===== config.mk =====
export PLATFORM = sky130hd
export DESIGN_NAME = fpr_mac
export DESIGN_NICKNAME = d
export VERILOG_FILES = /design/src/hdl/fpr_pkg.sv /design/src/hdl/fpr_mac.sv
export SDC_FILE = /design/constraint.sdc
export NUM_CORES = 2
export LEC_CHECK = 0
export ABC_AREA = 1
export BUFFER_PORTS_ARGS = -buffer_cell sky130_fd_sc_hd__buf_4
export CORE_MARGIN = 5
export CORE_UTILIZATION = 60
export CTS_CLUSTER_SIZE = 12
export DETAILED_ROUTE_END_ITERATION = 10
export HOLD_SLACK_MARGIN = 0.06
export PLACE_DENSITY = 0.82
export SYNTH_ARGS = -nofsm -noshare
export SYNTH_HDL_FRONTEND = slang
export SYNTH_SLANG_ARGS = --single-unit

===== constraint.sdc =====
create_clock -name i_clk -period 8.3 [get_ports i_clk]
set_input_delay 1.66 -clock i_clk [delete_from_list [all_inputs] [get_ports i_clk]]
set_output_delay 1.66 -clock i_clk [all_outputs]
set_load 0.01 [all_outputs]

===== src/hdl/fpr_pkg.sv =====
// Shared types and constants for the FLAC predictor restoration core.
// No dependencies; every other file of the block uses this package.
`timescale 1ns / 1ps
`default_nettype none

package fpr_pkg;

    localparam int MAX_ORDER = 32;
    localparam int SMP_W     = 32;
    localparam int COEF_W    = 15;
    localparam int OPC_W     = 2;
    localparam int CIDX_W    = 5;
    localparam int ORD_W     = 6;
    localparam int SHIFT_W   = 4;
    localparam int CFG_IDX_W = 2;
    localparam int CFG_W     = 6;
    localparam int CNT_W     = $clog2(MAX_ORDER);
    localparam int PROD_W    = SMP_W + COEF_W;
    localparam int ACC_W     = PROD_W + $clog2(MAX_ORDER);

    typedef enum logic [OPC_W-1:0] {
        OP_LOAD  = 2'd0,
        OP_WARM  = 2'd1,
        OP_RESID = 2'd2,
        OP_NONE  = 2'd3
    } t_opcode;

    typedef enum logic [CFG_IDX_W-1:0] {
        CFG_KIND  = 2'd0,
        CFG_ORDER = 2'd1,
        CFG_SHIFT = 2'd2,
        CFG_SPARE = 2'd3
    } t_cfg_idx;

    typedef enum logic [2:0] {
        S_IDLE,
        S_ROT,
        S_DRAIN,
        S_PRED,
        S_PUSH
    } t_state;

    typedef struct packed {
        logic push;
        logic rotate;
    } t_cell_ctrl;

    typedef struct packed {
        logic clear;
        logic tap;
    } t_mac_ctrl;

endpackage

`default_nettype wire


===== src/hdl/fpr_mac.sv =====
// Multiply-accumulate unit fed by cell 0 of the chain; forms the shifted LPC prediction.
// Registered product, then accumulate. Uses fpr_pkg.
`timescale 1ns / 1ps
`default_nettype none

module fpr_mac (
    input  wire                          i_clk,
    input  wire                          i_rst_n,
    input  fpr_pkg::t_mac_ctrl           i_ctrl,
    input  wire [fpr_pkg::COEF_W-1:0]    i_coef,
    input  wire [fpr_pkg::SMP_W-1:0]     i_smp,
    input  wire [fpr_pkg::SHIFT_W-1:0]   i_shift,
    output logic [fpr_pkg::SMP_W-1:0]    o_pred
);

    localparam int PROD_W = fpr_pkg::PROD_W;
    localparam int ACC_W  = fpr_pkg::ACC_W;

    logic signed [PROD_W-1:0] r_prod, n_prod;
    logic                     r_prod_vld, n_prod_vld;
    logic signed [ACC_W-1:0]  r_acc, n_acc;
    logic signed [ACC_W-1:0]  w_shifted;

    always_comb begin
        n_prod     = $signed(i_coef) * $signed(i_smp);
        n_prod_vld = i_ctrl.tap && !i_ctrl.clear;
        n_acc      = r_acc;
        if (i_ctrl.clear) begin
            n_acc = '0;
        end else if (r_prod_vld) begin
            n_acc = r_acc + {{(ACC_W-PROD_W){r_prod[PROD_W-1]}}, r_prod};
        end
    end

    always_ff @(posedge i_clk) begin
        if (!i_rst_n) begin
            r_prod_vld <= 1'b0;
            r_acc      <= '0;
        end else begin
            r_prod_vld <= n_prod_vld;
            r_acc      <= n_acc;
        end
    end

    always_ff @(posedge i_clk) begin
        r_prod <= n_prod;
    end

    assign w_shifted = r_acc >>> i_shift;
    assign o_pred    = w_shifted[fpr_pkg::SMP_W-1:0];

endmodule

`default_nettype wire


; Word level (Yosys, flattened, before mapping)
; Index checks and enable logic that the tools add are counted.
[classes]
n_bitwise = 1
n_addsub = 1
n_reduce_logical = 3
shifts = 1
n_mul = 1
[op_table]
columns = operator, n
row1 = 52-bit adder, 1
row2 = 52-bit by 4-bit >>> shifter with 32-bit output, 1
row3 = 15-bit by 32-bit multiplier with 47-bit output, 1
row4 = 2-bit OR reduction, 1
row5 = 1-bit logical AND, 1
row6 = 1-bit logical NOT, 1
row7 = 1-bit inverter, 1
[totals]
register_bits = 100
elab_cells = 10
output_inout_bits = 32
input_bits = 55

; Depth between registers and ports, before layout
[depth]
depth_word = 2
mapped_depth = 28
mapped_depth_nobuf = 27

; Least setup slack after synthesis
; OpenSTA, ideal clock, no wires.
[synth_timing]
kind = input -> register
from = in i_smp[31] in the netlist's numbering
to = reg r_prod[46]
stages = 23
setup_slack_ns = 1.507
t_required_ns = 8.242
arrival_ns = 6.735
setup_ns = 0.058
path_buffers = 1
path_cell_list = clkbuf_1 -> nand2_1 -> fa_1 -> inv_1 -> fa_1 -> fa_1 -> inv_1 -> fa_1 -> inv_1 -> fa_1 -> inv_1 -> fa_1 -> inv_1 -> ha_1 -> inv_1 -> nor3_1 -> inv_1 -> nor3_2 -> nand3_1 -> or2_1 -> nand3_1 -> nand2_1 -> nand2_1
[synth_via]
elab_chain_cells = 1
[synth_lines]
columns = element, line
row1 = "start, declared", fpr_mac.sv:11  ; input wire [fpr_pkg::SMP_W-1:0] i_smp,
row2 = 15-bit by 32-bit multiplier with 47-bit output, fpr_mac.sv:25  ; n_prod = $signed(i_coef) * $signed(i_smp);
row3 = via n_prod[46], fpr_mac.sv:19  ; logic signed [PROD_W-1:0] r_prod, n_prod;
row4 = "end signal, assigned", fpr_mac.sv:46  ; r_prod <= n_prod;
row5 = "end, declared", fpr_mac.sv:19
; The timed path passes the listed nets, and every way through them passes these cells.
; A chain may end at the register's enable or synchronous reset.

; Worst setup path after layout
[layout_timing]
from = in i_coef[1] in the netlist's numbering
to = reg r_prod[39]
[layout_via]
elab_chain_cells = 1
[layout_lines]
columns = element, line
row1 = "start, declared", fpr_mac.sv:10  ; input wire [fpr_pkg::COEF_W-1:0] i_coef,
row2 = 15-bit by 32-bit multiplier with 47-bit output, fpr_mac.sv:25
row3 = via n_prod[39], fpr_mac.sv:19
; The timed path passes the listed nets, and every way through them passes these cells.

==> results.sh <==
export IMPL_synth_yosys_warnings=0
export IMPL_clk_pin_slew_ns=0.08
export IMPL_ys_seq_elements=95
export IMPL_timing_final_crit_share_pct=85.8
export IMPL_cts_path_max_buffers=2
export IMPL_cap_violations=0
export IMPL_synth_avg_cell_area_um2=6.95
export IMPL_grt_overflow=0
export IMPL_firstDrtPassIters=6
export IMPL_critPathCapture="r_prod[39]$_DFF_P_"
export IMPL_synthArstFlopShare_pct=0
export IMPL_drv_slew=0
export IMPL_crit_buf_inv=5
export IMPL_fmax_mhz=140
export IMPL_drt_wl_total_um=69800
export IMPL_start_util_pct=60.9
export IMPL_critical_path_top_delay_family="adder cells"
export IMPL_r2r_start="r_acc[0]$_SDFFE_PP0P_"
export IMPL_synthFlopType="dfxtp_1"
export IMPL_hpwl_um=58500
export IMPL_crit_top_cell="fa_1"
export IMPL_num_vias=22700
export IMPL_synth_largest_area_cell="fa_1"
export IMPL_synth_top_area_share_pct=34.7
export IMPL_gp_congestion=1.04
export IMPL_drive_gt1_share_pct=4.35
export IMPL_synth_area_um2=25600
export IMPL_first_global_vias=22800
export IMPL_max_slew_worst_pin_slew_ns=0.905
export IMPL_ant_nets=0
export IMPL_cp_end_kind="register"
export IMPL_synthCells=3691
export IMPL_cp_max_fo=32
export IMPL_drt_wirelength_per_cell_um=16.6
export IMPL_antenna_found_initial=0
export IMPL_hold_path_class="reg -> reg"
export IMPL_setup_viol=0
export IMPL_cts_htree_levels=3
export IMPL_synth_edff_count=0
export IMPL_cts_hold_buf=0
export IMPL_grt_total_usage_pct=30.5
export IMPL_yosys_cell_types_count=45
export IMPL_yosysMostFrequentCell="inv_1"
export IMPL_nNetsFinal=4332
export IMPL_num_antenna_cells=0
export IMPL_drc_errors=0
export IMPL_die_w_um=217
export IMPL_start_kind="input port"
export IMPL_die_y_um=217
export IMPL_maxSlewHeadroom_pct=39.6
export IMPL_yosys_top_cells_area="fa_1 35%, inv_1 15%, nand2_1 14%, ha_1 7.9%, dfxtp_1 7.4%"
export IMPL_port_buffers=86
export IMPL_cp_num_cells=19
export IMPL_finalSetupTns_ns=0
export IMPL_yosysSeqAreaShare_pct=7.41
export IMPL_areaGrowthSynthToFinish_pct=4.66
export IMPL_drt_first_iter_violations=1918
export IMPL_vias_per_cell=5.38
export IMPL_hold_worst_slack_ns=0.503
export IMPL_post_cts_setup_buffers=0
export IMPL_fin_crit_ns=7.12
export IMPL_worstPathArrival_ns=7.40
export IMPL_io_pins=87
export IMPL_r2r_slack_ns=5.60
export IMPL_row_count=75
export IMPL_rr_worst_depth=11
export IMPL_cp_required_ns=8.58
export IMPL_grt_pass1_wl_um=116000
export IMPL_fp_dieArea_um2=47000
export IMPL_place_inst=4199
export IMPL_clock_sinks=95
export IMPL_grt_max_degree=81
export IMPL_instances_no_fill=4215
export IMPL_cp_slowest_cell="fa_1"
export IMPL_yosys_top_cells_count="997 x inv_1, 988 x nand2_1, 444 x fa_1"
export IMPL_r2r_end="r_acc[28]$_SDFFE_PP0P_"
export IMPL_status="finished clean"
export IMPL_crit_path_cell_trace="buf_4 -> nand2_1 -> inv_1 -> fa_1 -> fa_1 -> fa_1 -> fa_1 -> fa_1 -> inv_1 -> fa_1 -> inv_1 -> ha_1 -> nand2_1 -> nor2_2 -> inv_1 -> nor4_2 -> nand3_1 -> nand3_1 -> xor2_1"
export IMPL_syn_num_nets=4352
export IMPL_root_buffer="clkbuf_16"
export IMPL_utilization_pct=63.7
export IMPL_startpoint="i_coef[1]"
export IMPL_clk_latency_ns=0.36
export IMPL_worst_setup_path_type="in -> reg"
export IMPL_critPathMaxStageDelay_ns=0.85
export IMPL_finalClockSkew_ns=0.0150
export IMPL_cts_made_buffers=9
export IMPL_rsz0062_at_grt="no"
export IMPL_cts_resized=0
export IMPL_coreArea_um2=42100
export IMPL_cts_tree="done"
export IMPL_hold_viol=0
[cell usage in the layout (no fill, tap or decap), types with 3 or more instances in the layout]
| cell | count |
|---|---|
| o21a_1 | 4 |
| nor3_1 | 9 |
| clkbuf_16 | 9 |
| a21o_1 | 12 |
| and2_1 | 3 |
| nand2_1 | 988 |
| xor2_1 | 52 |
| nand2_2 | 9 |
| and3_1 | 6 |
| o21bai_1 | 24 |
| a31o_1 | 3 |
| or2_2 | 7 |
| xnor2_1 | 16 |
| fa_1 | 444 |
| dfxtp_1 | 95 |
| inv_1 | 997 |
| buf_4 | 90 |
| nor2_1 | 187 |
| a21oi_2 | 4 |
| nor2_2 | 15 |
| ha_1 | 162 |
| o21ai_1 | 7 |
| a31oi_1 | 8 |
| mux2i_1 | 30 |
| o21ai_0 | 170 |
| nand3_2 | 4 |
| a21boi_0 | 3 |
| o211ai_1 | 8 |
| inv_2 | 7 |
| nor3_2 | 3 |
| nand4_1 | 23 |
| a21oi_1 | 148 |
| nand3_1 | 108 |
| nand3b_1 | 3 |
[tightest hold or removal path, cell delays in order (launching register included)]
cell and delay (ns):
dfxtp_1 0.34, nand2_1 0.07, a21oi_1 0.05
[metal layers]
metal	part of all wire (%)	GRT usage [%]	vias to the layer above
li1	-	-	10800
met1	41	42.4	10700
met2	45	49.4	994
met3	9.5	4.75	173
met4	3.8	10.2	0
met5	0	0	-
[sequential cells by signal (all words and copies together) (netlist names)]
name	count
r_prod_vld	1
r_acc	47
r_prod	47
[through the flow]
step / area (um2) / worst slack [ns]
3_3_place_gp: 26500 / 0.909
2_1_floorplan: 25600 / 1.51
3_5_place_dp: 26500 / 0.862
5_1_grt: 26800 / 0.929
4_1_cts: 26800 / 1.23
6_report: 26800 / 1.18
[kinds of logic (layout without fill, tap and decap cells)]
| family | Yosys count | in the layout | synth area share [%] |
|---|---|---|---|
| mux | 30 | 30 | 1.17 |
| compound gates | 398 | 398 | 8.52 |
| xor+xnor | 68 | 68 | 2.32 |
| buf+inv | 1126 | 1111 | 16.5 |
| simple gates | 1368 | 1368 | 21.5 |
| fa+ha+maj | 606 | 606 | 42.6 |
| flops | 95 | 95 | 7.41 |
[final cells by class]
class | instances | area [um2]
multi-input cells | 2470 | 19500
flip-flops and latches | 95 | 1900
well taps | 539 | 674
repair buffers | 90 | 676
fillers | 3740 | 15300
clock inverters | 6 | 76.3
inverters | 1005 | 3770
clock buffers | 10 | 239
[worst min-delay path by stage]
stage / slack [ns] / to / cells after the start / start
floorplan: 0.46 / r_acc[0]$_SDFFE_PP0P_ / 2 / r_acc[0]$_SDFFE_PP0P_
global placement: 0.49 / r_acc[0]$_SDFFE_PP0P_ / 2 / r_acc[0]$_SDFFE_PP0P_
detailed placement: 0.49 / r_acc[0]$_SDFFE_PP0P_ / 2 / r_acc[0]$_SDFFE_PP0P_
CTS: 0.50 / r_acc[0]$_SDFFE_PP0P_ / 2 / r_acc[0]$_SDFFE_PP0P_
global route: 0.53 / r_acc[0]$_SDFFE_PP0P_ / 2 / r_acc[0]$_SDFFE_PP0P_
finish: 0.50 / r_acc[0]$_SDFFE_PP0P_ / 2 / r_acc[0]$_SDFFE_PP0P_
Power is not shown: default switching activity piles up to over one toggle a cycle in this logic, so the estimate is an artifact.
