### src/hdl/fpr_pkg.sv
// Shared types and constants for the FLAC predictor restoration core.
// No dependencies; every other file of the block uses this package.
`timescale 1ns / 1ps
`default_nettype none

package fpr_pkg;

    localparam int MAX_ORDER = 32;
    localparam int SMP_W     = 32;
    localparam int COEF_W    = 15;
    localparam int OPC_W     = 2;
    localparam int CIDX_W    = 5;
    localparam int ORD_W     = 6;
    localparam int SHIFT_W   = 4;
    localparam int CFG_IDX_W = 2;
    localparam int CFG_W     = 6;
    localparam int CNT_W     = $clog2(MAX_ORDER);
    localparam int PROD_W    = SMP_W + COEF_W;
    localparam int ACC_W     = PROD_W + $clog2(MAX_ORDER);

    typedef enum logic [OPC_W-1:0] {
        OP_LOAD  = 2'd0,
        OP_WARM  = 2'd1,
        OP_RESID = 2'd2,
        OP_NONE  = 2'd3
    } t_opcode;

    typedef enum logic [CFG_IDX_W-1:0] {
        CFG_KIND  = 2'd0,
        CFG_ORDER = 2'd1,
        CFG_SHIFT = 2'd2,
        CFG_SPARE = 2'd3
    } t_cfg_idx;

    typedef enum logic [2:0] {
        S_IDLE,
        S_ROT,
        S_DRAIN,
        S_PRED,
        S_PUSH
    } t_state;

    typedef struct packed {
        logic push;
        logic rotate;
    } t_cell_ctrl;

    typedef struct packed {
        logic clear;
        logic tap;
    } t_mac_ctrl;

endpackage

`default_nettype wire

### src/hdl/fpr_cell.sv
// One cell of the history chain: a past sample and its LPC coefficient.
// Shifts toward higher cells on push, rotates toward cell 0 during LPC. Uses fpr_pkg.
`timescale 1ns / 1ps
`default_nettype none

module fpr_cell (
    input  wire                          i_clk,
    input  wire                          i_rst_n,
    input  fpr_pkg::t_cell_ctrl          i_ctrl,
    input  wire                          i_coef_we,
    input  wire [fpr_pkg::COEF_W-1:0]    i_coef_data,
    input  wire [fpr_pkg::SMP_W-1:0]     i_push_smp,
    input  wire [fpr_pkg::SMP_W-1:0]     i_rot_smp,
    input  wire [fpr_pkg::COEF_W-1:0]    i_rot_coef,
    output logic [fpr_pkg::SMP_W-1:0]    o_smp,
    output logic [fpr_pkg::COEF_W-1:0]   o_coef
);

    logic [fpr_pkg::SMP_W-1:0]  r_smp, n_smp;
    logic [fpr_pkg::COEF_W-1:0] r_coef, n_coef;

    always_comb begin
        priority if (i_ctrl.push) begin
            n_smp = i_push_smp;
        end else if (i_ctrl.rotate) begin
            n_smp = i_rot_smp;
        end else begin
            n_smp = r_smp;
        end
        priority if (i_coef_we) begin
            n_coef = i_coef_data;
        end else if (i_ctrl.rotate) begin
            n_coef = i_rot_coef;
        end else begin
            n_coef = r_coef;
        end
    end

    always_ff @(posedge i_clk) begin
        if (!i_rst_n) begin
            r_smp <= '0;
        end else begin
            r_smp <= n_smp;
        end
    end

    always_ff @(posedge i_clk) begin
        r_coef <= n_coef;
    end

    assign o_smp  = r_smp;
    assign o_coef = r_coef;

endmodule

`default_nettype wire

### config.mk
export PLATFORM = sky130hd
export DESIGN_NAME = fpr_cell
export DESIGN_NICKNAME = d
export VERILOG_FILES = /design/src/hdl/fpr_pkg.sv /design/src/hdl/fpr_cell.sv
export SDC_FILE = /design/constraint.sdc
export NUM_CORES = 1
export LEC_CHECK = 0
export ABC_AREA = 1
export BUFFER_PORTS_ARGS = -buffer_cell sky130_fd_sc_hd__buf_2
export CAP_MARGIN = 15
export CORE_ASPECT_RATIO = 0.5
export CORE_MARGIN = 4
export CORE_UTILIZATION = 43
export CTS_BUF_LIST = sky130_fd_sc_hd__clkbuf_2
export DETAILED_ROUTE_END_ITERATION = 16
export PLACE_DENSITY = 0.93
export SLEW_MARGIN = 40
export SYNTH_ARGS = -nofsm -noshare
export SYNTH_HDL_FRONTEND = slang
export SYNTH_SLANG_ARGS = --single-unit
export TNS_END_PERCENT = 1
### constraint.sdc
create_clock -name i_clk -period 2.2 [get_ports i_clk]
set_input_delay 0.22 -clock i_clk [delete_from_list [all_inputs] [get_ports i_clk]]
set_output_delay 0.22 -clock i_clk [all_outputs]
set_load 0.05 [all_outputs]
==> Word level (Yosys, flattened, before mapping) <==
Index checks and enable logic that the tools add are counted.
{ "totals": {"register_bits": 47, "input_bits": 99, "out_inout_bits": 47, "wordCells": 8} }
{ "classes": {"muxes": 4, "n_reduce_logical": 2} }
{ "op_table": {"columns": ["op", "count"], "rows": [
  ["$mux W32", 2],
  ["$mux W15", 2],
  ["$reduce_bool A2 Y1", 2]
]} }

==> Longest topological paths before layout <==
Gate-level depths: netlist (run 1).
{ "logic_depth": {"word_depth": 2, "mapped_depth": 7, "ltp_nobuf": 5} }

==> Worst setup path before layout (run 1) <==
No wires, ideal clock.
{ "synth_path": {"path_type": "in2reg", "start": "input i_ctrl[0] (netlist bit)", "end": "register r_coef (netlist bit o_coef[0]), enable pin", "arrival_time_ns": 0.921, "t_required_ns": 1.912, "setup_slack_ns": 0.991, "path_stages": 3, "path_buffers": 2, "path_cell_list": "buf_4 buf_4 or2_2"} }
{ "synth_via": {"elab_chain_len": 1} }
{ "synth_lines": {"columns": ["item", "line_no", "rtl"], "rows": [
  ["start, declared", "fpr_cell.sv:9", "input fpr_pkg::t_cell_ctrl i_ctrl,"],
  ["$reduce_bool A2 Y1 (no line)", null, null],
  ["end signal, assigned", "fpr_cell.sv:48", "r_coef <= n_coef;"],
  ["end, declared", "fpr_cell.sv:20", "logic [fpr_pkg::COEF_W-1:0] r_coef, n_coef;"]
]} }
Every way passes these cells.
A chain may end at the register's enable or synchronous reset.

==> Worst setup path in the final report (run 1) <==
{ "layout_path": {"start": "register r_smp (netlist bit o_smp[26])", "end": "output o_smp[26] (netlist bit)"} }
{ "layout_rtl": {"columns": ["item", "line_no", "rtl"], "rows": [
  ["start, declared", "fpr_cell.sv:19", "logic [fpr_pkg::SMP_W-1:0] r_smp, n_smp;"],
  ["start signal, assigned", "fpr_cell.sv:43", "r_smp <= n_smp;"],
  ["end, declared", "fpr_cell.sv:15", "output logic [fpr_pkg::SMP_W-1:0] o_smp,"]
]} }
No word-level cell between the ends.

==> metrics list, run 1 <==
- Result of the run: complete, no violations
* Total instance count after detailed placement: between 500 and 600
* Setup repair after global routing missed its margin: false
* Proportion of layout cells with a drive suffix above 1: 35.4%
* Fraction of registers with async set or reset after synthesis: 0%
- Number of nets in the layout: ~540
- # setup viols final: 0
- Counting along the longest clock path gives a buffer depth of 2.
* Period utilization: 59.8%
* Die height: roughly 59 µm
* Utilization of the core after routing: roughly three fifths
* Final-layout worst hold slack: ~0.037 ns
- Total nets after synthesis: between 400 and 500
* Library cells used by synthesis: 12
- Worst R2R End: o_smp[29]
- Top Ports: 146
- The first detailed-routing pass ran for 4 iterations.
- The startpoint identified for the worst hold timing path is i_rot_coef[0].
- Standard-cell row count: 18
- Number of antenna violations at the first check in global routing: 0
- Number of clock buffers inserted by TritonCTS: 5
- Sinks on Clock Net: 47
- CTS tree: yes
* Overall routed net length: between 6000 and 7000 µm
- I/O Buffers: 145
* R2r worst-path depth: 4
- Total GRT Usage: ~19%
* Startpoint kind of the worst setup timing path: flop
- Aggregate global routing overflow: 0
- Synthesis inferred 47 register bits.
* Launch point of the worst reg-to-reg path: o_smp[29]
- Die width: 110 µm
- Xor and xnor area share after synthesis: 0%
- Compared with the post-synthesis result, the final layout area differs by 34.3%.
- Adding up every negative setup slack in the final design gives 0 ns.
- Across the VDD grid, the largest voltage drop is a little under 300 µV.
- The detailed router placed ~2.4k vias in this run.
- Setup Slack @ Placement: 0.548 ns
* Post-route worst setup slack: a little under 0.9 ns
- After detailed routing, the number of remaining DRC violations is 0.
* Share of synthesized cell area in and, or, nand and nor gates: about two fifths
- The via count of the first global-routing pass is 2159.
* Worst-case clock skew: 0 ns
* List of cells traversed by the critical path: buf_2
* Most common cell in the synthesized netlist: sky130_fd_sc_hd__nand2_1
* Max-Slew Margin vs Limit: 55.5%
* Number of violations of the max-capacitance limit: 0
- For the pin with the worst max-slew slack, the measured transition is roughly 0.67 ns.
- Ranking of synthesized cells by area: sky130_fd_sc_hd__dfxtp_1 (29%), sky130_fd_sc_hd__nand2_1 (24%), sky130_fd_sc_hd__edfxtp_1 (20%)
- Average size of a mapped cell: between 7 and 8 µm²
* Initial Utilization: between 40 and 50%
- After synthesis, flip-flops and latches occupy 49.0% of the total area.
- In this run, the number of DRC markers left after iteration 0 of detailed routing was 94.
* Number of filler cells placed in the layout: 490
- The worst hold path was traced through 3 stages.
- Clock-pin slew on the worst setup and hold paths: between 0.2 and 0.25 ns
- Cell chosen for the clock root: sky130_fd_sc_hd__clkbuf_2
- At the end of routability-driven placement, the weighted congestion stood at just under 0.8.
- In this run the cell area measured after placement is ~2900 µm².
* Final Slew Violations: 0
- Final count of hold timing violations: 0
- Post-CTS timing repair inserted 0 buffers for setup.
- First-pass GRT wire length: approximately 9400 µm
- Critical Path Fanout Max: 2
* Maximum number of pins on one net before global-route repair: 35
- Data arrival time of the worst path: roughly 1.1 ns
* Number of levels the H-tree was split into: 2
- The worst setup path is captured at a primary output.
- Gate Count Post-Synth: 308
- Min-Delay Path Class: input pin to flop
- Top-area cell type share of the netlist area: between 20 and 30%
- Yosys warnings: 0
- Design Area, Final: around 3000 µm²
- Leakage power of the design: 1.82 nW
* Share of cell area taken by muxes after synthesis: 0%
- The worst register-to-register path has a setup slack of 1.50 ns.
- Adder-cell area share of the yosys netlist: 0%
* Total half-perimeter wirelength after legalization and detailed placement: 4750 µm
- For this design the ratio of total power to cell area is between 600 and 700 nW/µm².
- Antenna cell count: 0
- Total die area: 6470 µm²
* Pwr Total: a little over 2 mW
* Final critical-path required period: between 1 and 1.5 ns
- Final cell count without fillers: between 500 and 600
- The mapped netlist covers 2230 µm².
* Average via count per standard cell: between 4 and 5
* Capture endpoint of the worst hold path: o_coef[0]
* Worst-Skew Late Latency: just over 0.4 ns
- Broken down by cell family, the worst path's largest delay share belongs to flip-flops.
* Top cells by count, synth: sky130_fd_sc_hd__nand2_1 (141), sky130_fd_sc_hd__nand3_1 (64), sky130_fd_sc_hd__inv_1 (33)
- Required @ worst endpoint: approximately 2.0 ns
* Critical Path Max Stage Delay: approximately 0.40 ns
* Standard cell with the maximum stage delay on the critical path: sky130_fd_sc_hd__dfxtp_1
- Largest area contributor in the netlist: sky130_fd_sc_hd__dfxtp_1
- Total buffers and inverters traversed by the critical path: 1
- By area, the combinational part of the netlist is dominated by simple AND/OR/NAND/NOR gates.
- Core ar.: roughly 5000 µm²
- Dividing the detail-routed wire length by the instance count gives 12.2 µm.
- Top achievable clock speed: 760 MHz
- Among all flip-flop cells after synthesis, the most frequent one is sky130_fd_sc_hd__dfxtp_1.
- In this run, synthesis inferred 15 flip-flops with an integrated enable.
- Remaining number of nets flagged by the antenna check after routing: 0
- The critical path in this run is classified as flop to primary output.
- Post-synthesis compound-gate area fraction: 0%
-- logic make-up after synthesis --
group	after synthesis
flops	47
buf+inv	54
simple gates	207
-- timing repair --
| item | CTS | global route |
|---|---|---|
| hold endpoints to repair | 0 | 1 |
| setup endpoints to repair | 0 | 0 |
| gates resized for setup | 0 | 0 |
| hold buffers | 0 | 1 |
-- per-layer routing --
layer | vias to the layer above | part of all wire (%) | global-route usage, %
li1 | 1221 | - | -
met1 | 1041 | 38 | 20.2
met2 | 82 | 53 | 34.6
met4 | 0 | 3.8 | 9.95
met3 | 26 | 5.1 | 3.50
met5 | - | 0 | 0
-- flip-flops by register name, indices dropped and copies added (netlist names) --
register,cells
o_coef,15
o_smp,32
-- where the power goes --
group,internal (mW),switching (mW)
sequential,0.970,0.0260
clock,0.198,0.278
combinational,0.163,0.413
total,1.33,0.717
-- area by class of cell --
class                      instances  area (µm²)  area share [%]
timing repair buffer             147         743            24.8
sequential                        47        1090            36.5
clock inverter                     2        36.3            1.21
tap                               70        87.6            2.93
inverter                          34         128            4.27
clock buffer                       6        30.0            1.00
multi-input combinational        207         876            29.3
-- how the worst max path moves through the flow --
stage          startpoint   endpoint  slack [ns]  depth (start not counted)
6_report        o_smp[26]  o_smp[26]        0.88                          1
5_1_grt         o_smp[13]  o_smp[13]        0.80                          1
4_1_cts         o_smp[26]  o_smp[26]        0.86                          1
3_5_place_dp    i_ctrl[1]  o_smp[26]        0.55                          6
3_3_place_gp    i_ctrl[1]  o_smp[19]        0.58                          6
2_1_floorplan   i_ctrl[0]  o_coef[0]        0.99                          3
-- placed cells by master, fill, tap and decap left out --
cell type,n
sky130_fd_sc_hd__nand3_1,64
sky130_fd_sc_hd__bufinv_16,1
sky130_fd_sc_hd__or2_2,1
sky130_fd_sc_hd__inv_4,1
sky130_fd_sc_hd__dlygate4sd3_1,1
sky130_fd_sc_hd__inv_2,1
sky130_fd_sc_hd__inv_1,33
sky130_fd_sc_hd__nand2_1,141
sky130_fd_sc_hd__nor2_8,1
sky130_fd_sc_hd__edfxtp_1,15
sky130_fd_sc_hd__clkbuf_2,6
sky130_fd_sc_hd__dfxtp_1,32
sky130_fd_sc_hd__buf_4,1
sky130_fd_sc_hd__buf_2,145
Note: power is estimated with default switching activity, not from simulation.
==> run 2: changes to the inputs <==
Settings changed: ABC_AREA 1 to 0, CORE_UTILIZATION 43 to 40, PLACE_DENSITY 0.93 to 0.89.
Clock period 2.2 ns to 1.1 ns, I/O delays scaled along.
==> run 2 against run 1 <==
  * The flow now finishes with violations (hold timing, setup timing)
  * Combinational power grew to 3.2 times the previous value
  * Final cell count is 11% lower
  * Die area is 14% higher
  * Sequential share of layout area is 10 points lower
  * Synthesized cell count is 44% lower
  * Cell area is 45% higher
  * Worst setup slack worse by 1.0 ns
  * Clock power is 59% higher
  * Clock-buffer cell count stayed put
  * Clock skew stayed put
  * First-iteration DRC count is 55% higher
  * Critical path type unchanged
==> metrics list, run 2 <==
- Of the total power, combinational logic draws about 40%.
* Total buffers and inverters traversed by the critical path: 1
- Walking the worst path, the cells encountered are buf_6.
- Startpoint kind of the worst setup timing path: flop
* Wire length per cell: approximately 19 µm
- In this run, synthesis produced a sequential element count of 47.
* Critical Path Max Stage Delay: about 0.47 ns
* Library cells used by synthesis: 13
- The checks that failed: hold timing, setup timing.
- DR DRC count: 0
- Share of the yosys chip area belonging to registers: 45.6%
- Global routing finished with a remaining overflow of 0.
- Most used DFF post-synth: sky130_fd_sc_hd__dfxtp_1
- For the pin with the worst max-slew slack, the measured transition is roughly 0.62 ns.
* Ranking of synthesized cells by area: sky130_fd_sc_hd__dfxtp_1 (27%), sky130_fd_sc_hd__edfxtp_1 (19%), sky130_fd_sc_hd__mux2_4 (18%)
- At the worst endpoint, the required time is around 1 ns.
- Remaining number of nets flagged by the antenna check after routing: 0
- Leaving out fill and tap cells, the most frequent cells in the layout are sky130_fd_sc_hd__buf_2 (98), sky130_fd_sc_hd__dlygate4sd3_1 (65), sky130_fd_sc_hd__o211a_1 (32), sky130_fd_sc_hd__dfxtp_2 (30).
- I/O Buffers: roughly 150
- The register with the most flip-flops in the layout has 32 of them.
* Total half-perimeter wirelength after legalization and detailed placement: between 4000 and 5000 µm
- The run finished, with violations left.
* Part of the power in registers: approximately 45%
* Net switching fraction of the power: around a third
- Total instance count after detailed placement: roughly 380
- Top-area cell type share of the netlist area: a little over a quarter
- Setup repair after global routing missed its margin: true
- Largest area contributor in the netlist: sky130_fd_sc_hd__dfxtp_1
- Area growth from synthesis to final layout: 80.8%
- The number of antenna violations at the first check in global routing was 0.
* CTS tree: yes
* Maximum ir drop on the vdd rail: 517 µV
* Number of filler cells placed in the layout: 306
- Average size of a mapped cell: around 14 µm²
- Counting I/O delays and the setup requirement, the final critical path takes 1.21 ns.
- Derived from the worst setup path, the maximum achievable clock frequency is between 800 and 900 MHz.
- Yosys warnings: 0
- Standard cell with the maximum stage delay on the critical path: sky130_fd_sc_hd__edfxtp_1
- Total die area: between 7000 and 8000 µm²
- The die is between 100 and 150 µm wide.
- Of all flip-flops after synthesis, the portion carrying an async set or reset was 0%.
* Total internal power: 3.05 mW
- Netlist area before placement: ~2400 µm²
* Sort of element at the end of the critical path: primary output
* Overall routed net length: 8670 µm
* Min-Delay Path Class: input pin to flop
- Initial Utilization: between 40% and 50%
- The clock tree synthesis step divided the H-tree into 2 levels.
- Average via count per standard cell: 5.01
- Gate Count Post-Synth: 174
* # setup viols final: 39
- Count of TritonRoute iterations in the first routing pass: 4
- Summed over all nets, the switching power comes to 1.61 mW.
- Register-to-register setup slack: 0.13 ns
- Routed vias: 2283
- Die height: 62.7 µm
* Leakage power of the design: 2.22 nW
- Cells with a size suffix above 1 make up between 60% and 70% of the layout.
* Most common cell after layout, fill and taps aside: sky130_fd_sc_hd__buf_2
- Max-Slew Margin vs Limit: ~59%
* Final cell count without fillers: 456
- In the final design database the tool counted 480 nets.
* Worst-case clock skew: 0 ns
* Final estimated routing congestion in global placement: approximately 0.72
* Setup total negative slack: -1.81 ns
- Across the run, the number of max-cap violations was 0.
- Broken down by cell family, the worst path's largest delay share belongs to flip-flops.
- Critical Path Fanout Max: 1
- The critical path in this run is classified as flop to primary output.
* Post-route worst setup slack: -0.115 ns
- Sinks on Clock Net: 47
- After floorplanning, the core was divided into 19 placement rows.
* Core ar.: about 5600 µm²
- The detailed router finished its first iteration with ~150 violations.
* Power Dens Cells: ~1100 nW/µm²
- The number of setup buffers added after CTS is 0.
* Data arrival time of the worst path: ~1.1 ns
- Final count of hold timing violations: 10
- The first global-routing pass estimated between 10000 and 15000 µm of wire.
* Top cells by count, synth: sky130_fd_sc_hd__dfxtp_1 (32), sky130_fd_sc_hd__o211a_1 (32), sky130_fd_sc_hd__mux2_4 (29)
* Final-layout worst hold slack: -0.0181 ns
* Number of clock buffers inserted by TritonCTS: 5
* Top Ports: ~150
* Max clock buf depth: 2
- Entering global routing, the biggest net connects 65 pins.
* Count of flip-flops with a built-in enable after synthesis: 15
- Pwr Total: around 4.7 mW
- Global routing used between 20% and 30% of the available tracks across all layers.
- Synthesis produced a netlist with a net count of roughly 270.
- Cell chosen for the clock root: sky130_fd_sc_hd__clkbuf_2
- Vias in the first global route: about 2.5k
* Clock-pin slew on the worst setup and hold paths: 0.25 ns
- The number of pins with negative max-slew slack in the final report came to 0.
- The share of total power dissipated in the clock network is between 10% and 20%.
- Worst-Skew Late Latency: ~0.44 ns
- The final critical path takes up 110% of the cycle.
==> run 2: changes by cell type after synthesis, sizes merged <==
cell and delta:
nand3 -64, mux2 +47, clkbuf +2, or2b +18, nand2 -141, nand2b +14
o211a +32, nor2 -1, buf -7, inv -34
==> run 2: final cells by class <==
cell class                 instances  area [µm²]  share of cell area [%]
sequential                        47        1140                    26.2
clock buffer                       6        30.0                   0.694
antenna                            1        2.50                  0.0578
multi-input combinational        112        1190                    27.5
tap                               73        91.3                    2.11
clock inverter                     2        12.5                   0.289
timing repair buffer             215        1870                    43.1
==> run 2: logic make-up after synthesis <==
family	share of synthesized area, %
mux	26.6
flops	45.6
simple gates	9.56
compound gates	13.4
buf+inv	4.86
==> run 2: final timing paths <==
path | startpoint | to | cells after the start
setup / recovery | o_coef[11] | o_coef[11] | 1
hold / removal | i_rot_smp[22] | o_smp[22] | 3
setup reg to reg | o_smp[26] | o_smp[26] | 2
hold reg to reg | o_smp[15] | o_smp[15] | 2
==> run 2: timing repair <==
action	4_1_cts	5_1_grt
gates resized for setup	131	26
hold buffers	61	4
endpoints found under the setup margin	47	47
hold endpoints to repair	43	4
==> run 2: per-layer routing <==
metal | global-route usage [%] | vias up | part of all wire [%]
li1 | - | 1056 | -
met1 | 20.4 | 1115 | 36
met2 | 43.9 | 87 | 56
met3 | 5.06 | 25 | 4.8
met4 | 7.46 | 0 | 3.0
met5 | 0 | - | 0
==> run 2: per-stage QoR <==
step	setup slack, ns	utilization, %	area (µm²)	hold WS [ns]
6_report	-0.115	76.8	4330	-0.0181
5_1_grt	-0.169	76.8	4330	-0.0345
4_1_cts	-0.0652	74.6	4200	0.00287
3_5_place_dp	-0.0232	56.5	3190	0.417
3_3_place_gp	0.0155	56.5	3190	0.412
2_1_floorplan	0.0130	-	2400	0.243
==> run 2: power groups by stage <==
| stage | Sequential [mW] | Clock (mW) | Combinational, mW |
|---|---|---|---|
| after floorplan | 2.58 | 0 | 0.438 |
| after global placement | 2.04 | 0 | 1.32 |
| after detailed placement | 2.05 | 0 | 1.35 |
| after CTS | 2.07 | 0.754 | 1.72 |
| after global routing | 2.10 | 0.833 | 1.88 |
| final | 2.09 | 0.758 | 1.82 |
==> run 3: changes to the inputs <==
Settings changed: CORE_UTILIZATION 40 to 43, PLACE_DENSITY 0.89 to 0.91, SETUP_SLACK_MARGIN from default to 0.15.
Clock period 1.1 ns to 1.52 ns, I/O delays scaled along.
==> run 3 against run 2 <==
  * The run now ends clean
  * Register-to-register slack improved by 0.44 ns
  * First-iteration DRC count decreased by 49%
  * Worst hold slack improved by 0.042 ns
  * Power decreased by 35%
  * Clock power decreased by 30%
  * Routed wire length decreased by 20%
  * Core utilization decreased by 7.9 points
  * Worst setup slack improved by 0.25 ns
  * Die area decreased by 6.3%
  * Critical path depth increased by 3
  * Global-route usage decreased by 3.4 points
  * Critical endpoint is now o_coef[8]
  * Largest cell class is now multi-input combinational cells
==> metrics list, run 3 (synthesis results as in run 2) <==
- Result of the run: complete, no violations
- Standard cell with the maximum stage delay on the critical path: sky130_fd_sc_hd__dlygate4sd3_1
- Total buffers and inverters traversed by the critical path: 3
* Core ar.: 5160 µm²
* Cell type with the highest occurrence count on the critical path: sky130_fd_sc_hd__dlygate4sd3_1
* Routed vias: between 2k and 2.5k
* List of cells traversed by the critical path: dlygate4sd3_1 -> buf_2 -> mux2_2 -> dlygate4sd3_1
* Sinks on Clock Net: 47
- Total half-perimeter wirelength after legalization and detailed placement: between 4000 and 5000 µm
* Min-Delay Path Class: input pin to flop
- Number of levels the H-tree was split into: 2
- On the critical path the largest part of the delay comes from buffers and inverters.
- Number of filler cells placed in the layout: around 360
* Top Ports: around 150
* Largest register FFs: 32
* Final Slew Violations: 0
- The congestion estimate from routability-driven global placement came to 0.722.
- Summed over all layers, the global routing overflow is 0.
- For the worst setup path, the data arrival time is 1.63 ns.
* Overall routed net length: about 7000 µm
- Worst-Skew Late Latency: between 0.4 and 0.5 ns
* Most common cell after layout, fill and taps aside: sky130_fd_sc_hd__buf_2
- On the final layout, the worst hold slack is approximately 0.024 ns.
- After detailed routing, the number of remaining DRC violations is 0.
- The analysis attributes to cell leakage a power of ~2 nW.
* Top achievable clock speed: 722 MHz
- The library cells used most frequently in the layout, excluding fill and tap cells, are sky130_fd_sc_hd__buf_2 (145), sky130_fd_sc_hd__dlygate4sd3_1 (37), sky130_fd_sc_hd__o211a_1 (32), sky130_fd_sc_hd__dfxtp_1 (32), sky130_fd_sc_hd__mux2_4 (29).
- The critical path is of the input pin to flop type.
- Worst Tran Pin Value: around 0.6 ns
- The pre-antenna-repair detailed-routing pass consisted of 5 iterations.
* Post-route worst setup slack: about 0.13 ns
- Critical Path Max Stage Delay: 0.57 ns
* # setup viols final: 0
* Final count of hold timing violations: 0
- The worst-case IR drop observed on VDD is 472 µV.
- Remaining number of nets flagged by the antenna check after routing: 0
- In the final routed layout, each cell accounts on average for around 16 µm.
* Period utilization: about 91%
* Required @ worst endpoint: 1.77 ns
- The worst setup path is captured at a flop.
* Die width: 114 µm
- I/O Buffers: between 100 and 150
- Number of nets in the layout: 450
- Max-Slew Margin vs Limit: between 60% and 70%
- Number of violations of the max-capacitance limit: 0
* DRC marker count from the first detailed-route iteration: 74
- In this run the deepest clock path goes through 2 buffers.
* Initial Utilization: a little under half
- After clock tree synthesis, the clock-pin slew on the worst setup and hold paths is about 0.27 ns.
* Number of clock buffers inserted by TritonCTS: 5
- Die height: about 61 µm
- The die covers approximately 7000 µm².
- After routing, the total negative slack on setup checks comes to 0 ns.
- Setup repair after global routing missed its margin: false
* Maximum number of pins on one net before global-route repair: 65
- Proportion of layout cells with a drive suffix above 1: slightly below 60%
- For this run, the total global-route usage over all layers was measured as approximately 18%.
- Standard-cell row count: 18
* Average via count per standard cell: slightly below 5
- Before CTS, the worst setup slack after placement is slightly below 0.3 ns.
- Dividing total power by cell area gives a power density of roughly 860 nW/µm².
- The worst path needs 1.39 ns of the cycle, external delays included.
- The root buffer cell chosen for the clock tree is sky130_fd_sc_hd__clkbuf_2.
* Final cell count without fillers: between 400 and 500
- Startpoint kind of the worst setup timing path: input pin
* Area growth from synthesis to final layout: 48.4%
* Antenna cell count: 0
- Critical Path Fanout Max: 1
- Worst-case clock skew: 0 ns
- TritonCTS built the clock tree.
- Number of antenna violations at the first check in global routing: 0
- The via count of the first global-routing pass is about 2.1k.
- First-pass GRT wire length: a little under 10000 µm
* Total instance count after detailed placement: 377
* Pwr Total: 3.05 mW
## run 3: cell count changes in the layout (fill, tap and decap cells not counted), sizes merged
cell         delta
dlygate4sd3    -28
buf             -2
diode           -1
clkinv          -1
clkinvlp        +2
clkbuf          -1
## run 3: worst register-to-register path, stage by stage, from the launching register on
cell and delay, ns:
sky130_fd_sc_hd__dfxtp_1 0.39, sky130_fd_sc_hd__mux2_4 0.27, sky130_fd_sc_hd__o211a_1 0.22
## run 3: path summary, 6_finish.rpt
| check | startpoint | endpoint | slack (ns) | cells past startpoint |
|---|---|---|---|---|
| worst max register to register | o_smp[0] | o_smp[0] | 0.57 | 2 |
| worst min-delay path | i_push_smp[9] | o_smp[9] | 0.02 | 3 |
| worst min register to register | o_smp[4] | o_smp[4] | 0.64 | 2 |
| worst max-delay path | i_coef_data[8] | o_coef[8] | 0.13 | 4 |
## run 3: per-layer routing
metal	wire length, µm	vias to the layer above	track usage, %
met5	0	-	0
met2	4030	64	36.9
met4	165	0	7.19
met1	2410	985	18.0
met3	291	15	3.59
li1	-	992	-
## run 3: layout make-up
cell class | instances | area, µm² | share of cell area, %
repair buffers | 185 | 1140 | 32.2
well taps | 70 | 87.6 | 2.46
multi-input cells | 112 | 1190 | 33.4
flip-flops and latches | 47 | 1090 | 30.7
clock inverters | 3 | 20.0 | 0.563
clock buffers | 5 | 25.0 | 0.704
## run 3: where the power goes
group	total [mW]	leakage [nW]	switching, mW	internal (mW)
Combinational	1.06	1.52	0.617	0.442
Clock	0.533	0.0211	0.426	0.107
Sequential	1.46	0.420	0.0456	1.41
Total	3.05	1.96	1.09	1.96
## run 3: repair_timing
action | 4_1_cts | 5_1_grt
resized for setup | 0 | 0
endpoints found under the setup margin | 0 | 1
setup buffers | 0 | 0
hold endpoints to repair | 12 | 13
hold buffers | 21 | 17
## run 3: through the flow
step	utilization, %	cell area [µm²]
after detailed placement	60.9	3140
final	68.9	3550
after global placement	60.9	3140
after floorplan	-	2390
after CTS	65.8	3390
after global routing	68.9	3550
